**config.mk**
```make
export PLATFORM = sky130hd
export DESIGN_NAME = future_frame_holding_table
export DESIGN_NICKNAME = d
export VERILOG_FILES = /design/src/design/ffht_pkg.sv /design/src/design/future_frame_holding_table.sv /design/src/design/ffht_mem.sv
export SDC_FILE = /design/constraint.sdc
export NUM_CORES = 2
export LEC_CHECK = 0
export BUFFER_PORTS_ARGS = -buffer_cell sky130_fd_sc_hd__buf_2
export CORE_MARGIN = 1.5
export CORE_UTILIZATION = 40
export DETAILED_ROUTE_END_ITERATION = 6
export PLACE_DENSITY_LB_ADDON = 0.15
export SYNTH_ARGS = -nofsm -noshare
export SYNTH_HDL_FRONTEND = slang
export SYNTH_HIERARCHICAL = 1
export SYNTH_SLANG_ARGS = --single-unit
```
**constraint.sdc**
```tcl
create_clock -name clk -period 42.1 [get_ports clk]
set_input_delay 4.21 -clock clk [delete_from_list [all_inputs] [get_ports clk]]
set_output_delay 4.21 -clock clk [all_outputs]
set_load 0.005 [all_outputs]
```
**src/design/ffht_pkg.sv**
```systemverilog
// Shared types and codes for the frame holding table
package ffht_pkg;
	localparam logic [1:0] CMD_BUFFER  = 2'd0;
	localparam logic [1:0] CMD_ADVANCE = 2'd1;
	localparam logic [1:0] CMD_FENCE   = 2'd2;
	localparam logic [1:0] CMD_RESTART = 2'd3;

	localparam logic [2:0] ST_STORED   = 3'd0;
	localparam logic [2:0] ST_DUP      = 3'd1;
	localparam logic [2:0] ST_EVICTED  = 3'd2;
	localparam logic [2:0] ST_DROPPED  = 3'd3;
	localparam logic [2:0] ST_RELEASED = 3'd4;
	localparam logic [2:0] ST_GEN_OK   = 3'd5;
	localparam logic [2:0] ST_GEN_REJ  = 3'd6;

	typedef struct packed {
		logic [1:0]  command;
		logic [31:0] sequence_req;
		logic [31:0] time_stamp;
		logic [31:0] generation;
		logic [15:0] frame_bytes;
		logic [62:0] arrival_time;
	} in_item_t;

	typedef struct packed {
		logic [2:0]  status;
		logic [2:0]  slot;
		logic [31:0] out_sequence;
		logic [31:0] out_time_stamp;
		logic [31:0] out_generation;
		logic [15:0] out_frame_bytes;
		logic [62:0] out_arrival_time;
		logic        last;
		logic [31:0] drop_total;
	} out_item_t;

	// Stored descriptor; sequence and generation are also mirrored in the scanner
	typedef struct packed {
		logic [31:0] seq;
		logic [31:0] ts;
		logic [31:0] gen;
		logic [15:0] size;
		logic [62:0] arrival;
	} entry_t;
endpackage

```
**src/design/future_frame_holding_table.sv**
```systemverilog
// Future frame holding table: top level with scan sequencer
// Buffer and advance commands scan the key arrays one slot a cycle, then decide
// in a decision state, which registers their first result. Restart, fence and a
// rejected advance answer at the accepting edge. An advance that releases frames
// adds a memory read state and an emit state before its first release; each
// further release waits for the previous beat to leave and rescans. A result
// waits in an output register, and the next beat is taken only once every result
// of the command has gone. The valid bits, the current generation and the drop
// count are flops cleared by reset; descriptor fields live in a one-read-port
// memory. Slot indexes on the port are the low three bits of the slot number.
module future_frame_holding_table import ffht_pkg::*; #(
	parameter int SLOTS = 8
) (
	input  logic      clk,
	input  logic      arst_n,
	input  logic      in_valid,
	output logic      in_ready,
	input  in_item_t  in_data,
	output logic      out_valid,
	input  logic      out_ready,
	output out_item_t out_data
);
	localparam int AW = (SLOTS > 1) ? $clog2(SLOTS) : 1;
	localparam int CW = $clog2(SLOTS + 1);

	localparam logic [2:0] S_IDLE = 3'd0;
	localparam logic [2:0] S_SCAN = 3'd1;
	localparam logic [2:0] S_DEC  = 3'd2;
	localparam logic [2:0] S_RD   = 3'd3;
	localparam logic [2:0] S_EMIT = 3'd4;
	localparam logic [2:0] S_WAIT = 3'd5;

	logic [2:0]       state_q;
	in_item_t         cmd_q;
	logic [SLOTS-1:0] used_q;
	logic [31:0]      cur_gen_q, drop_q;
	logic [CW-1:0]    idx_q;
	logic [CW-1:0]    cnt_q;
	logic             dup_q, free_q, vic_q, best_q;
	logic [AW-1:0]    dup_slot_q, free_slot_q, vic_slot_q, best_slot_q;
	logic [31:0]      vic_seq_q, best_seq_q;
	logic [31:0]      kseq_q [SLOTS];
	logic [31:0]      kgen_q [SLOTS];
	logic [31:0]      rseq_s1, rgen_s1;
	logic             rvalid_s1;
	logic [AW-1:0]    rslot_s1;
	logic             out_valid_q;
	out_item_t        out_q;
	logic             mem_we;
	logic [AW-1:0]    mem_waddr, mem_raddr;
	entry_t           mem_wdata, mem_rdata;
	logic [31:0]      gen_in;

	assign gen_in    = cmd_q.generation;
	assign in_ready  = (state_q == S_IDLE) && !out_valid_q;
	assign out_valid = out_valid_q;
	assign out_data  = out_q;
	assign mem_raddr = best_slot_q;

	ffht_mem #(.SLOTS(SLOTS), .AW(AW)) u_mem (
		.clk(clk), .we(mem_we), .waddr(mem_waddr), .wdata(mem_wdata),
		.raddr(mem_raddr), .rdata(mem_rdata)
	);

	// Key arrays: read one entry per cycle at the scan index
	always_ff @(posedge clk) begin
		rseq_s1  <= kseq_q[idx_q[AW-1:0]];
		rgen_s1  <= kgen_q[idx_q[AW-1:0]];
		rslot_s1 <= idx_q[AW-1:0];
		if (mem_we) begin
			kseq_q[mem_waddr] <= mem_wdata.seq;
			kgen_q[mem_waddr] <= mem_wdata.gen;
		end
	end

	logic buf_hit;
	assign buf_hit = (!free_q) ? vic_q && (cmd_q.sequence_req > vic_seq_q) : 1'b1;

	always_comb begin
		mem_we    = 1'b0;
		mem_waddr = free_q ? free_slot_q : vic_slot_q;
		mem_wdata = '{seq: cmd_q.sequence_req, ts: cmd_q.time_stamp,
			gen: cmd_q.generation, size: cmd_q.frame_bytes,
			arrival: cmd_q.arrival_time};
		if (state_q == S_DEC && cmd_q.command == CMD_BUFFER && !dup_q && buf_hit)
			mem_we = 1'b1;
	end

	function automatic out_item_t plain(input logic [2:0] st, input logic [AW-1:0] sl,
			input logic [31:0] g, input logic [31:0] d);
		out_item_t o;
		o = '0;
		o.status = st;
		o.slot = 3'(sl);
		o.out_generation = g;
		o.last = 1'b1;
		o.drop_total = d;
		return o;
	endfunction

	always_ff @(posedge clk or negedge arst_n) begin
		if (!arst_n) begin
			state_q     <= S_IDLE;
			used_q      <= '0;
			cur_gen_q   <= '0;
			drop_q      <= '0;
			out_valid_q <= 1'b0;
			rvalid_s1   <= 1'b0;
			idx_q       <= '0;
			cnt_q       <= '0;
		end else begin
			if (out_valid_q && out_ready)
				out_valid_q <= 1'b0;
			rvalid_s1 <= (state_q == S_SCAN) && (idx_q < CW'(SLOTS));
			case (state_q)
				S_IDLE: begin
					if (in_valid && in_ready) begin
						cmd_q <= in_data;
						idx_q <= '0;
						cnt_q <= '0;
						dup_q <= 1'b0; free_q <= 1'b0; vic_q <= 1'b0; best_q <= 1'b0;
						dup_slot_q <= '0; free_slot_q <= '0; vic_slot_q <= '0;
						best_slot_q <= '0;
						case (in_data.command)
							CMD_RESTART: begin
								used_q <= '0; cur_gen_q <= '0; drop_q <= '0;
								out_q <= plain(ST_GEN_OK, '0, '0, '0);
								out_valid_q <= 1'b1;
							end
							CMD_ADVANCE, CMD_FENCE: begin
								if (in_data.generation < cur_gen_q) begin
									out_q <= plain(ST_GEN_REJ, '0, cur_gen_q, drop_q);
									out_valid_q <= 1'b1;
								end else if (in_data.command == CMD_FENCE) begin
									for (int i = 0; i < SLOTS; i++)
										if (in_data.generation == cur_gen_q ||
												kgen_q[i] < in_data.generation)
											used_q[i] <= 1'b0;
									cur_gen_q <= in_data.generation;
									out_q <= plain(ST_GEN_OK, '0, in_data.generation, drop_q);
									out_valid_q <= 1'b1;
								end else begin
									for (int i = 0; i < SLOTS; i++)
										if (kgen_q[i] < in_data.generation)
											used_q[i] <= 1'b0;
									cur_gen_q <= in_data.generation;
									state_q <= S_SCAN;
								end
							end
							default: state_q <= S_SCAN;
						endcase
					end
				end
				S_SCAN: begin
					if (idx_q < CW'(SLOTS))
						idx_q <= idx_q + 1'b1;
					if (rvalid_s1) begin
						if (used_q[rslot_s1]) begin
							if (rseq_s1 == cmd_q.sequence_req && !dup_q) begin
								dup_q <= 1'b1; dup_slot_q <= rslot_s1;
							end
							if (rgen_s1 == gen_in)
								cnt_q <= cnt_q + 1'b1;
							if (rgen_s1 == gen_in && (!vic_q || rseq_s1 < vic_seq_q)) begin
								vic_q <= 1'b1; vic_slot_q <= rslot_s1; vic_seq_q <= rseq_s1;
							end
							if (rgen_s1 == gen_in && (!best_q || rseq_s1 < best_seq_q)) begin
								best_q <= 1'b1; best_slot_q <= rslot_s1;
								best_seq_q <= rseq_s1;
							end
						end else if (!free_q) begin
							free_q <= 1'b1; free_slot_q <= rslot_s1;
						end
					end
					if (idx_q == CW'(SLOTS) && !rvalid_s1)
						state_q <= S_DEC;
				end
				S_DEC: begin
					if (cmd_q.command == CMD_BUFFER) begin
						if (dup_q)
							out_q <= plain(ST_DUP, dup_slot_q, cur_gen_q, drop_q);
						else if (free_q) begin
							used_q[free_slot_q] <= 1'b1;
							out_q <= plain(ST_STORED, free_slot_q, cur_gen_q, drop_q);
						end else if (buf_hit) begin
							out_q <= plain(ST_EVICTED, vic_slot_q, cur_gen_q, drop_q + 1'b1);
						end else
							out_q <= plain(ST_DROPPED, '0, cur_gen_q, drop_q + 1'b1);
						if (!free_q && !dup_q)
							drop_q <= drop_q + 1'b1;
						out_valid_q <= 1'b1;
						state_q <= S_IDLE;
					end else if (!best_q) begin
						out_q <= plain(ST_GEN_OK, '0, cur_gen_q, drop_q);
						out_valid_q <= 1'b1;
						state_q <= S_IDLE;
					end else
						state_q <= S_RD;
				end
				S_RD: begin
					// Memory read data for best slot arrives this cycle
					used_q[best_slot_q] <= 1'b0;
					state_q <= S_EMIT;
				end
				S_EMIT: begin
					if (!out_valid_q || out_ready) begin
						// Flag last when the scan found only this frame
						out_q <= '{status: ST_RELEASED, slot: 3'(best_slot_q),
							out_sequence: mem_rdata.seq, out_time_stamp: mem_rdata.ts,
							out_generation: mem_rdata.gen,
							out_frame_bytes: mem_rdata.size,
							out_arrival_time: mem_rdata.arrival,
							last: (cnt_q == CW'(1)), drop_total: drop_q};
						out_valid_q <= 1'b1;
						state_q <= (cnt_q == CW'(1)) ? S_IDLE : S_WAIT;
					end
				end
				S_WAIT: begin
					// Rescan for the next frame once the beat has gone
					if (!out_valid_q || out_ready) begin
						idx_q <= '0; best_q <= 1'b0; cnt_q <= '0;
						state_q <= S_SCAN;
					end
				end
				default: state_q <= S_IDLE;
			endcase
		end
	end
endmodule

```
**src/design/ffht_mem.sv**
```systemverilog
// Descriptor memory: one write port, one registered read port
module ffht_mem import ffht_pkg::*; #(
	parameter int SLOTS = 8,
	parameter int AW = 3
) (
	input  logic          clk,
	input  logic          we,
	input  logic [AW-1:0] waddr,
	input  entry_t        wdata,
	input  logic [AW-1:0] raddr,
	output entry_t        rdata
);
	entry_t mem [SLOTS];

	always_ff @(posedge clk) begin
		if (we)
			mem[waddr] <= wdata;
		rdata <= mem[raddr];
	end
endmodule

```
---- After elaboration in Yosys (flattened, before gate mapping) ----
Memories as Yosys holds them, arrays and structs flattened. A register that Yosys moved wholly into a read port is not among the register bits.
Cells that the tools add are included.
storage, ports and cells
  flip-flop bits (word level) ............. 559
  RAM bits ................................ 1912
  bits of input ports ..................... 181
  logic and storage cells ................. 301
  memories kept ........................... 3
memory list
  memory     words  width  rd ports  clocked after Yosys merged registers in  write ports  RTL line                          text
  u_mem.mem  8      175    1         1                                        1            ffht_mem.sv:13                    entry_t mem [SLOTS];
  kgen_q     8      32     9         1                                        1            future_frame_holding_table.sv:43  logic [31:0] kgen_q [SLOTS];
  kseq_q     8      32     1         1                                        1            future_frame_holding_table.sv:42  logic [31:0] kseq_q [SLOTS];
cells by class
  add/sub/neg operators ................... 3
  $lt $le $gt $ge ......................... 18
  equality and inequality tests ........... 54
  mux-type cells .......................... 115
  bitwise logic cells ..................... 3
  reduce and logical (&&, ||, !) cells .... 64
operators with widths
  kind                                                              count
  214-bit 2-to-1 mux                                                6
  214-bit case mux with 3 select lines                              1
  214-bit case mux with 2 select lines                              1
  213-bit 2-to-1 mux                                                2
  32-bit < comparator                                               11
  212-bit 2-to-1 mux                                                1
  32-bit 2-to-1 mux                                                 5
  32-bit case mux with 2 select lines                               2
  32-bit equality test                                              3
  9-bit AND reduction                                               8
  4-bit != test (second input constant)                             17
  3-bit 2-to-1 mux                                                  21
  8-bit 2-to-1 mux                                                  6
  1-bit 2-to-1 mux                                                  43
  32-bit by 1-bit adder with 32-bit output (second input constant)  1
  32-bit greater-than comparator                                    1
  3-bit case mux with 2 select lines                                5
  6-bit AND reduction                                               5
  4-bit 2-to-1 mux                                                  6
  4-bit case mux with 3 select lines                                2
  8-bit case mux with 3 select lines                                1
  2-bit by 1-bit != test with 1-bit output (second input constant)  11
  7-bit AND reduction                                               3
  5-bit AND reduction                                               4
  35 further kinds                                                  91

---- Depth between registers and ports, before layout ----
  depth after elaboration ................. 9
  mapped depth ............................ 12
  gate-level depth less buffers ........... 11

---- Modules after synthesis ----
Netlist, hierarchy kept.
by module, submodules not included
  module                      times used  cells an instance  area each (µm²)  seq. area each (µm²)
  ffht_mem                    1           2210               56091.3          45543.7
  future_frame_holding_table  1           3356               50898.8          32986.6

---- Least setup slack after synthesis ----
Ideal clock, no wire load.
  path type ............................... input to register
  start ................................... input in_data[96] (netlist bit)
  end ..................................... register out_q, in the netlist out_data[0] (enable)
  setup time .............................. 0.861 ns
  data arrival time ....................... 16.204 ns
  required time ........................... 41.239 ns
  path slack .............................. 25.035 ns
  stages on the path ...................... 9
  buffers on the path ..................... 1
  path through ............................ ha_1 a211o_1 o2111ai_1 nand4_1 a211o_1 a211oi_4 buf_2 o21ai_0 a21oi_1
on the way
  cells in the longest elaborated chain, start to end .. 3
ends and longest elaborated chain
  what                                  RTL line                           text
  from (decl)                           future_frame_holding_table.sv:18   input in_item_t in_data,
  32-bit < comparator                   future_frame_holding_table.sv:131  if (in_data.generation < cur_gen_q) begin
  4-bit != test (no source line)        -
  7-bit AND reduction (no source line)  -
  to (signal assigned)                  future_frame_holding_table.sv:127  out_q <= plain(ST_GEN_OK, '0, '0, '0);
  to (signal assigned)                  future_frame_holding_table.sv:132  out_q <= plain(ST_GEN_REJ, '0, cur_gen_q, drop_q);
  to (signal assigned)                  future_frame_holding_table.sv:140  out_q <= plain(ST_GEN_OK, '0, in_data.generation, drop_q);
  to (decl)                             future_frame_holding_table.sv:48   out_item_t out_q;
Every way passes these cells.
A chain may end at the register's enable or synchronous reset.

---- Final worst setup path ----
  start ................................... input in_data[88] (netlist bit)
  end ..................................... register out_q, in the netlist out_data[58] (enable)
The elaborated chain is that of the path after synthesis.

==> reports/metrics.yaml <==
status: "complete, but fails checks"
violations: "DRC"
clockPowerShare_pct: 38.9
tightest_slew_ns: 1.32
cts_repair_resize_count: 0
cp.arrival_ns: 9.13
clockBufferDepth: 4
synth_top_flop_cell: "edfxtp_1"
postCtsHoldBufs: 0
critPathMaxFanout: 56
worst_ep_required_time_ns: 42.57
grt_pass1_vias: 56616
cp-start-kind: "input port"
synth-warning-count: 6
core_area_mm2: 0.266
clock_sinks: 2710
io_pins: 397
setup-violations-final: 0
drv_cap: 0
cts-root-buf: "clkbuf_16"
antenna_found_initial: 34
switchingPower_mw: 1.70
comb_power_share_pct: 12.5
placementRows: 189
grt_pass1_wl_um: 401000
ys_async_sr_fraction_pct: 3.14
syn_inst: 5566
io_buffers: 396
first_pass_iters: 7
drtIter0Drc: 4718
overflow: 0
fin_skew_ns: 0.0677
area_delta_synth_final_pct: 15.2
cp-end-kind: "register"
finalCriticalPeriod_ns: 8.66
netlist_area_mm2: 0.107
slew-limit-headroom_pct: 11.2
postCtsSetupBuffers: 0
cts_tree: "done"
final_antenna_net_count: 0
nNetsFinal: 6747
dieArea_mm2: 0.271
layout-drive-gt1-share_pct: 27.0
synth_cell_type_count: 80
vias: 54266
clock.fmax_ghz: 0.116
routed_wirelength_um: 274000
fill_cells: 22430
numCtsBuffers: 302
initial_core_util_pct: 40.3
leakage_nw: 42.6
die_height_um: 520
dp.cells: 9412
hpwl_um: 163000
pwr_density_cell_mw_per_mm2: 54.6
clk_pin_slew_ns: 0.06
p_sw_share_pct: 25.2
worstSetupPathType: "input port to register"
internal_power_mw: 5.03
ys_ff_latch: 2710
track_usage_pct: 20.2
wl_per_cell_um: 27.5
place.gp.congestion: 0.853
synth_edf_count: 2383
rsz0062_at_grt: "false"
drc: 8
seqPwrFrac_pct: 48.6
vias_per_cell: 5.45
tns_ns: 0
seq_area_frac_synth_pct: 73.4
synth_nets: 6130
avgSynthCellArea_um2: 19.2
grt_max_degree: 105
slew_viol_final: 0
die_x_um: 520
htreeDepth: 5
finalPower_mw: 6.73
instances_no_fill: 9964
post-route-period-util_pct: 20.6
hp-class: "register to register"
ir_worst_vdd_v: 0.0000307
insertion_delay_ns: 0.89
finalHoldViolCount: 0
-- cells in the final DEF, fill, tap and decap left out, drive strengths merged, types with 14 or more instances in the layout --
| cell type | n |
|---|---|
| a21o | 63 |
| nand4 | 69 |
| bufinv | 23 |
| buf | 518 |
| a222oi | 31 |
| dfxtp | 242 |
| and4 | 18 |
| edfxtp | 2383 |
| nand2 | 109 |
| nor4 | 26 |
| mux4 | 480 |
| a211oi | 33 |
| o31ai | 27 |
| clkbuf | 413 |
| clkinv | 86 |
| ha | 383 |
| o211ai | 46 |
| nand3 | 99 |
| nor3 | 26 |
| xor2 | 68 |
| clkinvlp | 14 |
| a21oi | 142 |
| dfrtp | 85 |
| nor2 | 116 |
| nor2b | 19 |
| mux2 | 239 |
| inv | 196 |
| and3 | 16 |
| o21ai | 144 |
| and2 | 150 |
| nand2b | 25 |
| a31oi | 22 |
-- sequential cells by signal, indices dropped and copies added, names as in the netlist, 145 cells and up --
signal	count
out_data	214
cmd_q	145
kseq_q	256
u_mem/rdata	175
kgen_q	256
u_mem/mem	1400
-- cells by family after synthesis --
group / count (synthesis) / synth area share, %
compound gates: 581 / 3.54
xor+xnor: 80 / 0.655
flops: 2710 / 73.4
buf+inv: 389 / 1.66
simple gates: 699 / 3.60
fa+ha+maj: 383 / 4.48
mux: 724 / 12.7
-- worst max-delay path, stage by stage --
cell and delay [ns]:
buf_2 0.14, ha_1 0.31, a211oi_1 0.25, nor2_1 0.08, o31ai_1 0.27, o211ai_2 0.20
a211oi_4 0.84, buf_4 0.50, o21ai_0 0.22, a21oi_4 0.34, buf_4 0.70, buf_4 0.85
-- cell type report --
cell class	instances	area [um^2]	share of cell area, %
sequential	2710	78500	63.7
multi-input combinational	2467	26800	21.7
clock buffer	413	8390	6.80
tap	3533	4420	3.59
timing repair buffer	518	2960	2.40
clock inverter	135	1460	1.18
inverter	184	691	0.560
antenna	4	10.0	0.00812
-- metrics by stage --
stage	setup slack (ns)	hold WS, ns	utilization (%)	area [um^2]
after floorplan	25.03	0.345	-	107000
after global placement	32.66	0.485	42.7	113000
after detailed placement	32.53	0.490	42.7	113000
after CTS	33.46	0.504	46.4	123000
after global routing	33.12	0.518	46.4	123000
final	33.44	0.499	46.4	123000
-- cells in the mapped netlist (40+ instances only) --
master,count,area share [%]
o21ai_0,142,0.66
edfxtp_1,2383,67
dfxtp_1,242,4.5
xor2_1,68,0.56
inv_1,183,0.64
clkbuf_1,110,0.39
dfrtp_1,85,2.0
nand4_1,67,0.39
a21o_1,63,0.44
nor2_1,114,0.40
buf_2,40,0.19
ha_1,383,4.5
nand2_1,108,0.38
o211ai_1,45,0.32
nand3_1,97,0.45
and2_1,149,0.87
a21oi_1,142,0.66
mux2_2,239,2.5
mux4_2,480,10
-- routing by layer --
| layer | global-route usage [%] | vias up | wire length [um] | share of wire [%] |
|---|---|---|---|---|
| met5 | 0 | - | 178 | 0.065 |
| met4 | 4.54 | 30 | 5950 | 2.2 |
| met3 | 3.46 | 385 | 14600 | 5.3 |
| met2 | 32.6 | 1476 | 130000 | 47 |
| met1 | 28.6 | 28656 | 123000 | 45 |
| li1 | - | 23719 | - | - |
-- power by group through the flow --
stage	clock (mW)	combinational, mW	sequential, mW
2_1_floorplan	0	0.576	3.28
4_1_cts	2.68	0.853	3.28
3_3_place_gp	0	0.845	3.33
3_5_place_dp	0	0.849	3.33
5_1_grt	2.79	0.920	3.29
6_report	2.62	0.844	3.27
-- final timing paths --
path                                    end       startpoint  cells past startpoint  slack [ns]
setup / recovery               out_data[58]      in_data[88]                     12       33.44
hold / removal                 out_data[45]  u_mem/rdata[12]                      1        0.50
setup reg to reg           u_mem/mem[6][67]       cmd_q[153]                     11       34.33
hold reg to reg                out_data[45]  u_mem/rdata[12]                      1        0.50
max in group asynchronous     cur_gen_q[21]           arst_n                      2       37.37
min in group asynchronous        drop_q[12]           arst_n                      1        3.37
Note: power is estimated with default switching activity, not from simulation.
